<file path="src/sv/pzs_pkg.sv">
// ----------------------------------------------------------------------------
// pzs_pkg
// Shared constants, status codes and types of the pedestal zero suppression
// block.
// ----------------------------------------------------------------------------
package pzs_pkg;

    localparam int PED_LEN     = 100;
    localparam int MAX_SAMPLES = 512;

    localparam int SMP_W  = 16;
    localparam int WIRE_W = 9;
    localparam int RIDX_W = 9;
    localparam int SUM_W  = 23;
    localparam int SCL_W  = 24;
    localparam int KCNT_W = 10;
    localparam int ST_W   = 3;
    localparam int THR_W  = 16;
    localparam int MASK_W = 10;
    localparam int CFG_W  = 16;
    localparam int CFG_IDX_W = 2;

    localparam int CNT_W  = $clog2(MAX_SAMPLES + 1);
    localparam int ADDR_W = $clog2(MAX_SAMPLES);

    localparam int S_TDATA_W = 40;
    localparam int M_TDATA_W = 72;

    localparam logic [ST_W-1:0] ST_OK       = 3'd0;
    localparam logic [ST_W-1:0] ST_MASKED   = 3'd1;
    localparam logic [ST_W-1:0] ST_BELOW    = 3'd2;
    localparam logic [ST_W-1:0] ST_SHORT    = 3'd3;
    localparam logic [ST_W-1:0] ST_OVERFLOW = 3'd4;
    localparam logic [ST_W-1:0] ST_BAD_READ = 3'd5;

    localparam logic FUNC_PUSH = 1'b0;
    localparam logic FUNC_READ = 1'b1;

    localparam logic KIND_DECISION = 1'b0;
    localparam logic KIND_READOUT  = 1'b1;

    localparam logic [CFG_IDX_W-1:0] CFG_PEAK_THRESHOLD = 2'd0;
    localparam logic [CFG_IDX_W-1:0] CFG_MASK_WIRE_A    = 2'd1;
    localparam logic [CFG_IDX_W-1:0] CFG_MASK_WIRE_B    = 2'd2;

    localparam logic [THR_W-1:0]  THR_RESET  = 16'd1000;
    localparam logic [MASK_W-1:0] MASK_RESET = 10'd512;

    typedef struct packed {
        logic signed [SUM_W-1:0] sum;
        logic signed [SMP_W-1:0] min;
        logic [CNT_W-1:0]        cnt;
        logic                    ovf;
    } chan_snap_t;

endpackage

</file>
<file path="src/sv/pzs_accum.sv">
// ----------------------------------------------------------------------------
// pzs_accum
// Running channel state: pedestal sum, minimum, sample count and overflow.
// Gives the state after the current push and the sample store write address.
// ----------------------------------------------------------------------------
module pzs_accum
    import pzs_pkg::*;
(
    input  logic                    aclk,
    input  logic                    aresetn,
    input  logic                    push,
    input  logic                    last,
    input  logic signed [SMP_W-1:0] sample,
    output logic                    wr_en,
    output logic [ADDR_W-1:0]       wr_addr,
    output chan_snap_t              snap
);

    localparam logic signed [SUM_W-1:0] SUM_MAX = {1'b0, {(SUM_W-1){1'b1}}};
    localparam logic signed [SUM_W-1:0] SUM_MIN = {1'b1, {(SUM_W-1){1'b0}}};
    localparam logic signed [SMP_W-1:0] MIN_RESET = {1'b0, {(SMP_W-1){1'b1}}};

    logic signed [SUM_W-1:0] sum_reg;
    logic signed [SMP_W-1:0] min_reg;
    logic [CNT_W-1:0]        cnt_reg;
    logic                    ovf_reg;

    logic                    cnt_ok;
    logic                    in_ped;
    logic signed [SUM_W:0]   sum_ext;
    logic                    sum_sat;

    always_comb begin
        cnt_ok  = cnt_reg < CNT_W'(MAX_SAMPLES);
        in_ped  = cnt_reg < CNT_W'(PED_LEN);
        sum_ext = (SUM_W+1)'(sum_reg) + (SUM_W+1)'(sample);
        sum_sat = sum_ext[SUM_W] != sum_ext[SUM_W-1];

        snap.sum = sum_reg;
        snap.ovf = ovf_reg | ~cnt_ok;
        if (cnt_ok && in_ped) begin
            if (sum_sat) begin
                snap.sum = sum_ext[SUM_W] ? SUM_MIN : SUM_MAX;
                snap.ovf = 1'b1;
            end else begin
                snap.sum = sum_ext[SUM_W-1:0];
            end
        end
        snap.cnt = cnt_ok ? cnt_reg + CNT_W'(1) : cnt_reg;
        snap.min = (sample < min_reg) ? sample : min_reg;

        wr_en   = push & cnt_ok;
        wr_addr = cnt_reg[ADDR_W-1:0];
    end

    always_ff @(posedge aclk) begin
        if (!aresetn) begin
            sum_reg <= '0;
            min_reg <= MIN_RESET;
            cnt_reg <= '0;
            ovf_reg <= 1'b0;
        end else if (push) begin
            if (last) begin
                sum_reg <= '0;
                min_reg <= MIN_RESET;
                cnt_reg <= '0;
                ovf_reg <= 1'b0;
            end else begin
                sum_reg <= snap.sum;
                min_reg <= snap.min;
                cnt_reg <= snap.cnt;
                ovf_reg <= snap.ovf;
            end
        end
    end

endmodule

</file>
<file path="config.mk">
export PLATFORM = sky130hd
export DESIGN_NAME = pzs_accum
export DESIGN_NICKNAME = d
export VERILOG_FILES = /design/src/sv/pzs_pkg.sv /design/src/sv/pzs_accum.sv
export SDC_FILE = /design/constraint.sdc
export NUM_CORES = 1
export LEC_CHECK = 0
export ABC_AREA = 1
export BUFFER_PORTS_ARGS = -buffer_cell sky130_fd_sc_hd__buf_2
export CAP_MARGIN = 20
export CORE_ASPECT_RATIO = 0.6
export CORE_MARGIN = 4
export CORE_UTILIZATION = 35
export CTS_CLUSTER_SIZE = 10
export DETAILED_ROUTE_END_ITERATION = 6
export PLACE_DENSITY = 0.52
export REMOVE_ABC_BUFFERS = 1
export SLEW_MARGIN = 20
export SYNTH_ARGS = -nofsm -noshare
export SYNTH_HDL_FRONTEND = slang
export SYNTH_SLANG_ARGS = --single-unit
</file>
<file path="constraint.sdc">
create_clock -name aclk -period 7.7 [get_ports aclk]
set_input_delay 1.54 -clock aclk [delete_from_list [all_inputs] [get_ports aclk]]
set_output_delay 1.54 -clock aclk [all_outputs]
set_load 0.1 [all_outputs]
</file>
Word level (Yosys, flattened, before mapping) --
Index checks and enable logic that the tools add are counted.
Storage, ports and cells: register bits after elaboration 50, input port bits 20, logic and storage cells 25, output and inout bits 60
Operators by class: bitwise logic cells 3, multiplexer cells 11, $lt $le $gt $ge 3, add/sub/neg operators 2, equal/unequal tests 1, reduce and logical (&&, ||, !) cells 1
Operators with widths (count):
- $mux 23 | 4
- $mux 16 | 2
- $add 23x16->24 | 1
- $mux 10 | 2
- $lt 16x16->1 | 1
- $add 10x1->10 const B | 1
- $lt 10x10->1 const B | 1
- $lt 10x7->1 const B | 1
- $mux 1 | 3
- $and 1x1->1 | 1
- $logic_and 1x1->1 | 1
- $ne 1x1->1 | 1
- $not 1->1 | 1
- $or 1x1->1 | 1

Logic depth before layout (Yosys ltp) --
Gate-level depths: netlist of the first run.
depth in word-level cells 6, depth in mapped cells 18, depth with buffers taken out 18

Worst setup path before layout of the first run --
No wires, ideal clock.
kind input to output, start in sample[15], end out snap[24] (netlist name), cell stages on the path 9, arrival time 4.798 ns, setup slack 1.362 ns, data required time 6.160 ns, buffers on the path 1, cells stage by stage ha_1 -> a21oi_1 -> o21ai_0 -> a21oi_1 -> nand2_1 -> nand2_1 -> nand2_1 -> clkbuf_1 -> o21ai_0
RTL lines:
- start, declared | line pzs_accum.sv:13 | input logic signed [SMP_W-1:0] sample,
- end, declared | line pzs_accum.sv:16 | output chan_snap_t snap

==> summary by stage, run 1 <==
Power and ir drop
The analysis attributes to cell leakage a power of between 2 and 3 nW. The worst IR drop on VDD is between 150 and 200 uV. Power spread over the standard cell area amounts to approximately 240 nW/um2.

Timing
The worst max-slew margin expressed relative to the limit is between 30 and 40%. The final hold violation count is 0. The slew at the pin closest to its max-slew limit is just under 1000 ps. After layout, the worst path uses between 70% and 80% of the clock period.

For the final routed database, the setup TNS stands at 0 ps. Setup repair after global routing left no endpoint under its margin. The achievable frequency is around 170 MHz. Setup violations remaining at the end of the flow were counted as 0.

Setup slack on the critical path of the routed design comes to approximately 1800 ps. The clock skew is 6.172 ps. The final number of max-transition violations came to 0. The clock period minus worst slack is 5920 ps.

Routing
The total vias in the final route is between 4k and 5k. The number of vias per cell is about 5.0. The number of nets still failing antenna checks after routing is 0. The number of remaining DRC errors is 0. The first routing iteration left 329 violations.

The number of detailed-route iterations in the first pass is 5. The per-cell routed wire length is roughly 15 um. Wires add up to around 15,000 um.

Global route
Entering global routing, the biggest net connects 52 pins. The total grt overflow is 0. The via count of the first global-routing pass is between 4k and 5k. The number of antenna violations at the first check in global routing was 0. Across every metal layer, demand over resource in global routing totals roughly a fifth. The first global-routing pass estimated 24,270 um of wire.

Floorplanning
The area of the placeable core is 12,850 um2. After floorplanning, the core was divided into 32 placement rows. The die width is about 160 um.

The initial utilization of the core area, before any placement, comes to between 30% and 40%. 80 I/O pins were placed. The full die area is between 15,000 and 20,000 um2. The die is 96.75 um tall.

Worst setup path
The cell count along the critical path is 10. The endpoint of the worst-slack reg-to-reg timing path is min_reg[14]. Together, buffers and inverters on the worst path number 2. STA classifies the critical path startpoint as a primary input.

The startpoint identified for the worst register-to-register timing path is min_reg[15]. Walking the worst path, the cells encountered are buf_2 > ha_1 > a21oi_1 > o21ai_0 > a21oi_1 > nand2_1 > nand2_1 > nand2_1 > o21ai_0 > buf_2. By instance count, the cell type seen most on the critical path is nand2_1. On the critical path the largest part of the delay comes from compound AO/OA/AOI/OAI gates.

The register-to-register setup slack is approximately 5000 ps. The worst setup path category is in -> out. The number of cells on the worst reg-to-reg path is 10. The type of element capturing the critical path is an output port. On the critical path, the stage with the largest delay is an instance of o21ai_0. The largest fanout of any net on the critical path is 33. The worst endpoint required time is slightly above 6000 ps. In this design, the stage delay of the slowest critical-path cell is 610 ps. The arrival time of data at the critical path endpoint is approximately 4400 ps.

Yosys
The predominant post-synthesis flop cell is dfxtp_1. Yosys attributes the largest share of cell area to dfxtp_1 (22%), nand2_1 (21%), ha_1 (11%). Summed over all instances, the cell type with the most area after synthesis is dfxtp_1. After synthesis the cells add up to around 4600 um2. The register bit total from synthesis is 50. The Yosys step of the flow raised 0 warnings. The synthesized design devotes to its leading area cell type between 20% and 30% of total area. The most frequent cell after synthesis is nand2_1. The sequential element share of the synthesized area is between 20% and 30%.

Counting flops with a built-in enable in the synthesized netlist gives 0. The average size of a mapped cell is between 6 and 7 um2. The post-synthesis instance total is around 750.

In the synthesized netlist the async set-or-reset flop fraction comes to 0%. By count the netlist is led by nand2_1 (263), inv_1 (78), a21oi_1 (69), dfxtp_1 (50), o21ai_0 (40). The netlist uses 35 different library cells.

Placed design
The detailed-placement wirelength estimate is approximately 11,000 um. The number of port buffers is 79. Prior to clock tree synthesis, the placed netlist has a worst setup slack of roughly 1800 ps. Routability-driven placement finished with a final weighted congestion of 0.9526.

Clock network
The total of hold buffers inserted after clock tree synthesis is 0. The cell at the root of the clock tree is clkbuf_16. Counting the buffers created by CTS gives 5. The total clock sinks is 50. In this run the deepest clock path goes through 2 buffers. The count of cells resized by post-cts repair is 0. At the later pin of the worst-skew pair, clock insertion delay measures 300 ps. Clock-pin slew was measured on the worst setup and hold paths at around 70 ps. The level count of the clock H-tree is 2. The number of setup buffers added after CTS is 0. The clock tree from TritonCTS is built.

Flow run
Max-cap violations in this run came to 0.

Layout
The final net count is about 870. The flip-flop count of the largest register, all copies and words added is 23. The final antenna diode count is 0. Counting the fill cells in the layout gives approximately 1.4k. The sequential cells in the finished layout cover a total of approximately 1000 um2. Cells with a size suffix above 1 make up 17.37% of the layout. Compared with the post-synthesis result, the final layout area differs by 13.51%. Summing all multi-input logic gate instances after layout gives ~3100 um2.

Outcome
The run finished with clean final reports.

Worst hold path
The end point of the worst hold path is min_reg[10]. The worst hold path was traced through 2 stages. The worst hold path belongs to the class reg -> reg.

The start point of the worst hold path is min_reg[10].
## worst reg2reg max path: cells and delay by family, from the launching register on
kind | cells | cell delay [ps]
AO/OA/AOI/OAI | 5 | 1030
flip-flops | 1 | 390
adder cells (fa/ha/maj) | 1 | 350
AND/OR/NAND/NOR | 3 | 880
buffers and inverters | 1 | 60
## metrics by stage
step | util [%] | cells | total power, mW | hold WS (ps) | instance area, um2
2_1_floorplan | - | 714 | 0.8809 | 440.8 | 4414
3_3_place_gp | 39.37 | 968 | 1.005 | 449.1 | 5060
3_5_place_dp | 39.37 | 968 | 1.007 | 452.7 | 5060
4_1_cts | 40.58 | 976 | 1.255 | 468.7 | 5215
5_1_grt | 40.58 | 976 | 1.315 | 493.5 | 5215
6_report | 40.58 | 976 | 1.247 | 468.1 | 5215
## logic make-up after synthesis
| kind of cell | after synthesis | share of synthesized area, % |
|---|---|---|
| AOI/OAI and AO/OA | 132 | 16.07 |
| xor gates and xnor gates | 22 | 4.194 |
| adders and majority gates | 40 | 11.06 |
| buffers and inverters | 113 | 10.46 |
| DFF | 50 | 21.79 |
| and+or+nand+nor | 390 | 36.44 |
## report_power, final
group	internal, mW	switching, mW
clock	0.131	0.113
sequential	0.274	0.0113
combinational	0.130	0.587
## area by class of cell
class,count,area share (%)
Tap cell,170,4.079
Inverter,80,5.758
Sequential cell,50,19.19
Clock inverter,2,0.3119
Timing Repair Buffer,84,8.301
Clock buffer,6,2.663
Multi-Input combinational cell,584,59.69
## layout by cell type (no fill, tap or decap), drive strengths merged
master / count
clkbuf: 6
nand3: 36
a21boi: 1
nor3: 6
clkinvlp: 1
inv: 79
o211ai: 1
o21ai: 40
nand2: 291
xnor2: 12
nor2: 37
a31oi: 2
xor2: 10
a21oi: 81
o21a: 2
nand4: 11
ha: 39
buf: 84
clkinv: 2
nand3b: 6
o21bai: 5
nor4: 1
and2: 2
dfxtp: 50
fa: 1
## worst max-delay path by stage
| stage | startpoint | to |
|---|---|---|
| after floorplan | sample[15] | snap[12] |
| after global placement | sample[15] | snap[25] |
| after detailed placement | sample[15] | snap[25] |
| after CTS | sample[15] | snap[25] |
| after global routing | sample[15] | snap[25] |
| final | sample[15] | snap[25] |
## per-layer routing
| metal | global-route usage, % | wire (um) | up-vias |
|---|---|---|---|
| li1 | - | - | 2506 |
| met1 | 31.80 | 8290 | 2216 |
| met2 | 26.73 | 5413 | 130 |
| met3 | 3.844 | 830 | 13 |
| met4 | 3.295 | 103 | 0 |
| met5 | 0 | 0 | - |
Power figures use the tool's default switching activity.
==> run 2: changes to the inputs <==
- clock period: 7.7 -> 5.6 ns (I/O delays scaled with it)
==> run 2 against run 1 <==
Register-to-register slack lost 2000 ps. Cell count stayed put. First-iteration DRC count fell by 6.4%. Clock skew rose by 0.87 ps. Clock power up 36%. Utilization hardly changed. Die area unchanged. Sequential power increased by 38%. Clock-buffer cell count did not move. Worst hold slack improved by 1.2 ps. Setup slack got worse by 1200 ps. Critical path depth stayed put.
==> summary by stage, run 2 (synthesis results as in run 1) <==
Outcome
Status: finished, final reports clean (unchanged).

Timing
The clock period minus worst slack is between 5000 and 6000 ps. In the finished design, the share of the clock period the worst path needs comes to about nine tenths. The worst path setup slack after routing is 582.2 ps (was 1780 ps). The slew at the pin closest to its max-slew limit is 941.6 ps (was 978.3 ps). The final number of max-transition violations is 0 (unchanged). Setup repair after global routing missed its margin: false (unchanged). The final hold violation count is 0 (unchanged). The worst hold margin is 469.3 ps (was 468.1 ps). The worst max-slew margin expressed relative to the limit is 37.07% (was 34.62%). Based on the critical path, the design can be clocked at up to between 150 and 200 MHz.

The final number of setup-violating endpoints is 0 (unchanged). The clock skew is 7.039 ps (was 6.172 ps).

Global route
The total grt overflow was 0 (unchanged). The via count of the first global-routing pass is 4,575 (was 4,688). The largest net degree at the start of global routing is 52 (unchanged).

The number of antenna violations at the first check in global routing is 0 (unchanged). The global router's overall resource usage came to 19.08% (was 19.69%). The global-route wire length before repair is 23,700 um (was 24,270 um).

Placed design
The placed instance area is 5060 um2 (unchanged). The minimum setup slack after placement is 596.2 ps (was 1844 ps). The number of port buffers is 79 (unchanged). The routability congestion estimate from global placement came to 0.9449 (was 0.9526).

The detailed-placement wirelength estimate is 11,190 um (was 11,320 um). The number of placed instances, taps included was 968 (unchanged).

Layout
The finished layout cell area is 5216 um2 (was 5215 um2). The utilization after layout was 40.59% (was 40.58%). The ratio of cells with drive above 1 in the final layout was 17.37% (unchanged). The final instance count without filler cells was 976 (unchanged). The final antenna diode count is 0 (unchanged). The synthesis-to-layout area growth is 13.53% (was 13.51%). The most common cell after layout, fill and taps aside is nand2_1 (unchanged). Most frequent cells in the layout: nand2_1 (263), buf_2 (79), inv_1 (77) (unchanged).

The flip-flop count of the largest register, all copies and words added was 23 (unchanged). The final net count is 865 (unchanged).

Clock network
The total of hold buffers inserted after clock tree synthesis came to 0 (unchanged). The clock network latency to the later pin of the worst-skew pair is 300 ps (about the same). The total clock sinks was 50 (unchanged). The clock tree from TritonCTS is built (unchanged). The total CTS buffers is 5 (unchanged). The clock transition at the registers of the reported paths is 70 ps (about the same). The count of cells resized by post-cts repair is 0 (unchanged). The clock tree buffer depth is 2 (unchanged).

The buffers inserted during post-CTS setup optimization came to 0 (unchanged). The cell at the root of the clock tree is clkbuf_16 (unchanged). The level count of the clock H-tree is 2 (unchanged).

Worst setup path
The type of element capturing the critical path is an output port (unchanged). The category of the worst setup path launch point was a primary input (unchanged). The arrival time of data at the critical path endpoint is 3900 ps (was 4380 ps). The largest fanout of any net on the critical path is 33 (unchanged).

The worst endpoint required time is 4480 ps (was 6160 ps). The worst setup path category was in -> out (unchanged).

Floorplanning
The number of placed I/O pins is 80 (unchanged). The die width is 155.9 um (unchanged). The standard-cell row count is 32 (unchanged).

The floorplan die height is 96.75 um (unchanged). The full die area is 15,080 um2 (unchanged). The initial cell density of the core is 35.75% (unchanged).

The area of the placeable core is 12,850 um2 (unchanged).

Routing
The total vias in the final route was 4,806 (was 4,865). The number of detailed-route iterations in the first pass is 5 (unchanged). The aggregate routed wire length is 14,400 um (was 14,640 um). The number of design-rule violations left by the first detailed-router iteration is 308 (was 329).

The uppermost layer routed is met4 (unchanged). The per-cell routed wire length is 14.75 um (was 15.00 um). The met1 wire length was 8194 um (was 8290 um).

The number of vias per cell came to 4.924 (was 4.985). The number of nets still failing antenna checks after routing is 0 (unchanged). The number of remaining DRC errors is 0 (unchanged).

The wire length on met3 is 842 um (was 830 um). The total length of routed met2 wires came to 5261 um (was 5413 um).

Worst hold path
The class of the worst hold path is reg -> reg (unchanged).

Power and ir drop
The worst IR drop on VDD was 188.7 uV (was 157.2 uV). The leakage power figure is 2.671 nW (was 2.668 nW). The power per cell area was 327.5 nW/um2 (was 239.2 nW/um2).

Flow run
The max-cap check violation count came to 0 (unchanged).
## run 2: report_power, final
group	switching, mW	internal (mW)
sequential	0.0155	0.377
clock	0.152	0.180
combinational	0.805	0.179
total	0.973	0.736
## run 2: per-stage QoR
| step | power, mW | TNS [ps] |
|---|---|---|
| final | 1.708 | 0 |
| after global routing | 1.802 | 0 |
| after detailed placement | 1.384 | 0 |
| after floorplan | 1.211 | -1619 |
| after global placement | 1.381 | 0 |
| after CTS | 1.726 | 0 |
## run 2: routing by layer
metal  up-vias  GRT usage, %
met5         -             0
met4         0         3.093
met3         9         3.576
met2       133         24.78
li1       2506             -
met1      2158         31.85
## run 2: area by class of cell
| cell class | instances | area, um2 |
|---|---|---|
| Multi-Input combinational cell | 584 | 3113 |
| Sequential cell | 50 | 1001 |
| Timing Repair Buffer | 84 | 432.9 |
| Inverter | 80 | 300.3 |
| Clock buffer | 6 | 138.9 |
| Tap cell | 170 | 212.7 |
| Clock inverter | 2 | 17.52 |
| Fill cell | 1404 | 7636 |
## run 2: worst paths after layout
kind               start     endpoint  slack [ps]  cells after the start
min          min_reg[11]  min_reg[11]         470                      2
max reg2reg  min_reg[15]  min_reg[14]        2890                     10
min reg2reg  min_reg[11]  min_reg[11]         470                      2
max           sample[15]     snap[25]         580                     10
## run 2: worst max-delay path: stages
cell and delay [ps]:
buf_2 190, ha_1 400, a21oi_1 170, o21ai_0 110, a21oi_1 170, nand2_1 70
nand2_1 60, nand2_1 530, o21ai_0 560, buf_2 510
==> run 3: changes to the inputs <==
- CTS_BUF_LIST: not set -> sky130_fd_sc_hd__clkbuf_4 sky130_fd_sc_hd__clkbuf_8
- PLACE_DENSITY: 0.52 -> 0.51
==> run 3 against run 2 <==
Via count grew 0.50%. Sequential cell count did not move. Critical path depth did not move. Die area unchanged. Non-clock buffer count is the same. Setup slack better by 21 ps. Power down 2.4%. Utilization shrank 0.31 points. Combinational power is essentially flat. Routed wire length rose by 0.22%.
==> summary by stage, run 3 (synthesis results as in run 1) <==
Routing
The aggregate routed wire length is 14,430 um (was 14,400 um). The number of vias per cell came to 4.949 (was 4.924). The number of detailed-route iterations in the first pass was 5 (unchanged). The total vias in the final route is 4,830 (was 4,806). The per-cell routed wire length came to 14.79 um (was 14.75 um). The number of design-rule violations left by the first detailed-router iteration is 333 (was 308). The number of remaining DRC errors is 0 (unchanged). The number of nets still failing antenna checks after routing is 0 (unchanged).

Clock network
The total clock sinks is 50 (unchanged). The total of hold buffers inserted after clock tree synthesis is 0 (unchanged). The buffers inserted during post-CTS setup optimization is 0 (unchanged). The clock tree buffer depth is 2 (unchanged). The total CTS buffers came to 5 (unchanged).

The count of cells resized by post-cts repair is 0 (unchanged). The cell at the root of the clock tree is clkbuf_8 (was clkbuf_16). The clock network latency to the later pin of the worst-skew pair was 330 ps (was 300 ps).

The clock transition at the registers of the reported paths is 110 ps (was 70 ps). The clock tree from TritonCTS is built (unchanged). The level count of the clock H-tree is 2 (unchanged).

Layout
The finished layout cell area is 5176 um2 (was 5216 um2). The flip-flop count of the largest register, all copies and words added is 23 (unchanged). The final net count is 865 (unchanged).

Most frequent cells in the layout: nand2_1 (263), buf_2 (79), inv_1 (77) (unchanged). The ratio of cells with drive above 1 in the final layout was 17.37% (unchanged). The most common cell after layout, fill and taps aside is nand2_1 (unchanged). The final antenna diode count came to 0 (unchanged). The utilization after layout was 40.27% (was 40.59%). The synthesis-to-layout area growth came to 12.66% (was 13.53%).

Timing
The final number of setup-violating endpoints was 0 (unchanged). The final hold violation count was 0 (unchanged). The final period utilization is 89.23% (was 89.60%).

The slew at the pin closest to its max-slew limit is 974.5 ps (was 941.6 ps). The worst path setup slack after routing is 603.1 ps (was 582.2 ps). Setup repair after global routing missed its margin: false (unchanged). The worst hold margin is 474.4 ps (was 469.3 ps). The achievable frequency is 200.1 MHz (was 199.3 MHz). The clock skew was 10.74 ps (was 7.039 ps). The clock period minus worst slack is 4997 ps (was 5018 ps).

The worst max-slew margin expressed relative to the limit came to 34.88% (was 37.07%). The final number of max-transition violations is 0 (unchanged).

Placed design
The number of port buffers is 79 (unchanged). The detailed-placement wirelength estimate is 11,090 um (was 11,190 um). The minimum setup slack after placement was 625.4 ps (was 596.2 ps). The routability congestion estimate from global placement is 0.9621 (was 0.9449). The placed instance area is 5060 um2 (unchanged).

Floorplanning
The initial cell density of the core was 35.75% (unchanged). The floorplan die height is 96.75 um (unchanged). The full die area was 15,080 um2 (unchanged). The area of the placeable core was 12,850 um2 (unchanged). The standard-cell row count was 32 (unchanged). The die width is 155.9 um (unchanged). The number of placed I/O pins is 80 (unchanged).

Power and ir drop
The leakage power figure is 2.653 nW (was 2.671 nW). The power per cell area was 322.2 nW/um2 (was 327.5 nW/um2). The combinational share of power came to 59.0% (was 57.6%). The proportion of total power due to net switching is 58.48% (was 56.94%). The part of the power in the clock network is 17.5% (was 19.4%). The total net switching power is 0.9755 mW (was 0.9728 mW). The cell-internal power is 0.6926 mW (was 0.7356 mW). The register share of total power is 23.5% (was 23.0%). The worst IR drop on VDD was 224.7 uV (was 188.7 uV). The overall power consumption is 1.668 mW (was 1.708 mW).

Global route
The via count of the first global-routing pass is 4,630 (was 4,575). The largest net degree at the start of global routing came to 51 (was 52). The total grt overflow is 0 (unchanged). The global-route wire length before repair is 23,860 um (was 23,700 um).

The global router's overall resource usage came to 19.22% (was 19.08%). The number of antenna violations at the first check in global routing is 0 (unchanged).

Worst setup path
The worst endpoint required time is 4480 ps (about the same). The largest stage delay on the critical path is 550 ps (was 560 ps). The number of buffers and inverters on the critical path came to 2 (unchanged). The category of the worst setup path launch point is a primary input (unchanged). The largest fanout of any net on the critical path is 33 (unchanged).

The type of element capturing the critical path is an output port (unchanged). The slowest cell on the critical path is nand2_1 (was o21ai_0). The kind of cell adding the most delay to the critical path is compound AO/OA/AOI/OAI gates (unchanged). The arrival time of data at the critical path endpoint is 3880 ps (was 3900 ps). Crit path cell chain: buf_2 > ha_1 > a21oi_1 > o21ai_0 > a21oi_1 > nand2_1 > nand2_1 > nand2_1 > o21ai_0 > buf_2 (unchanged).

The worst setup path category is in -> out (unchanged). The dominant cell type by count on the critical path is nand2_1 (unchanged).

Worst hold path
The class of the worst hold path is reg -> reg (unchanged).

Flow run
The max-cap check violation count is 0 (unchanged).

Outcome
Status: finished, final reports clean (unchanged).
==> run 3: power by group through the flow <==
stage	Sequential (mW)	Combinational [mW]	Clock (mW)
final	0.392	0.984	0.292
after global routing	0.396	1.05	0.313
after CTS	0.392	0.987	0.302
after detailed placement	0.400	0.984	0
after global placement	0.399	0.981	0
after floorplan	0.400	0.811	0
==> run 3: path summary, 6_finish.rpt <==
path | startpoint | end | slack [ps] | depth (start not counted)
setup / recovery | sample[15] | snap[25] | 600 | 10
hold / removal | ovf_reg | ovf_reg | 470 | 2
setup reg to reg | min_reg[15] | min_reg[14] | 2890 | 10
hold reg to reg | ovf_reg | ovf_reg | 470 | 2
==> run 3: area by class of cell <==
type | count | area [um2]
clock buffer | 5 | 68.82
clock inverter | 3 | 47.55
fill | 1417 | 7676
inverter | 80 | 300.3
multi-input combinational | 584 | 3113
sequential | 50 | 1001
tap | 170 | 212.7
timing repair buffer | 84 | 432.9
==> run 3: metal layers <==
layer,wire length (um),track usage [%],vias to the layer above
li1,-,-,2507
met1,8168,31.82,2188
met2,5369,25.70,125
met3,794,3.442,10
met4,98,2.488,0
met5,0,0,-
==> run 3: through the flow <==
step / setup TNS (ps) / std cells
3_5_place_dp: 0 / 968
4_1_cts: 0 / 976
5_1_grt: 0 / 976
2_1_floorplan: -1619 / 714
6_report: 0 / 976
3_3_place_gp: 0 / 968
==> run 3: worst reg2reg max path: stages, from the launching register on <==
cell     delay, ps
dfxtp_1        380
inv_1           60
ha_1           340
a21oi_1        170
o21ai_0        100
a21oi_1        170
nand3_1        100
nand2_1        720
o21ai_0        290
o21ai_0        210
nand2_1         70
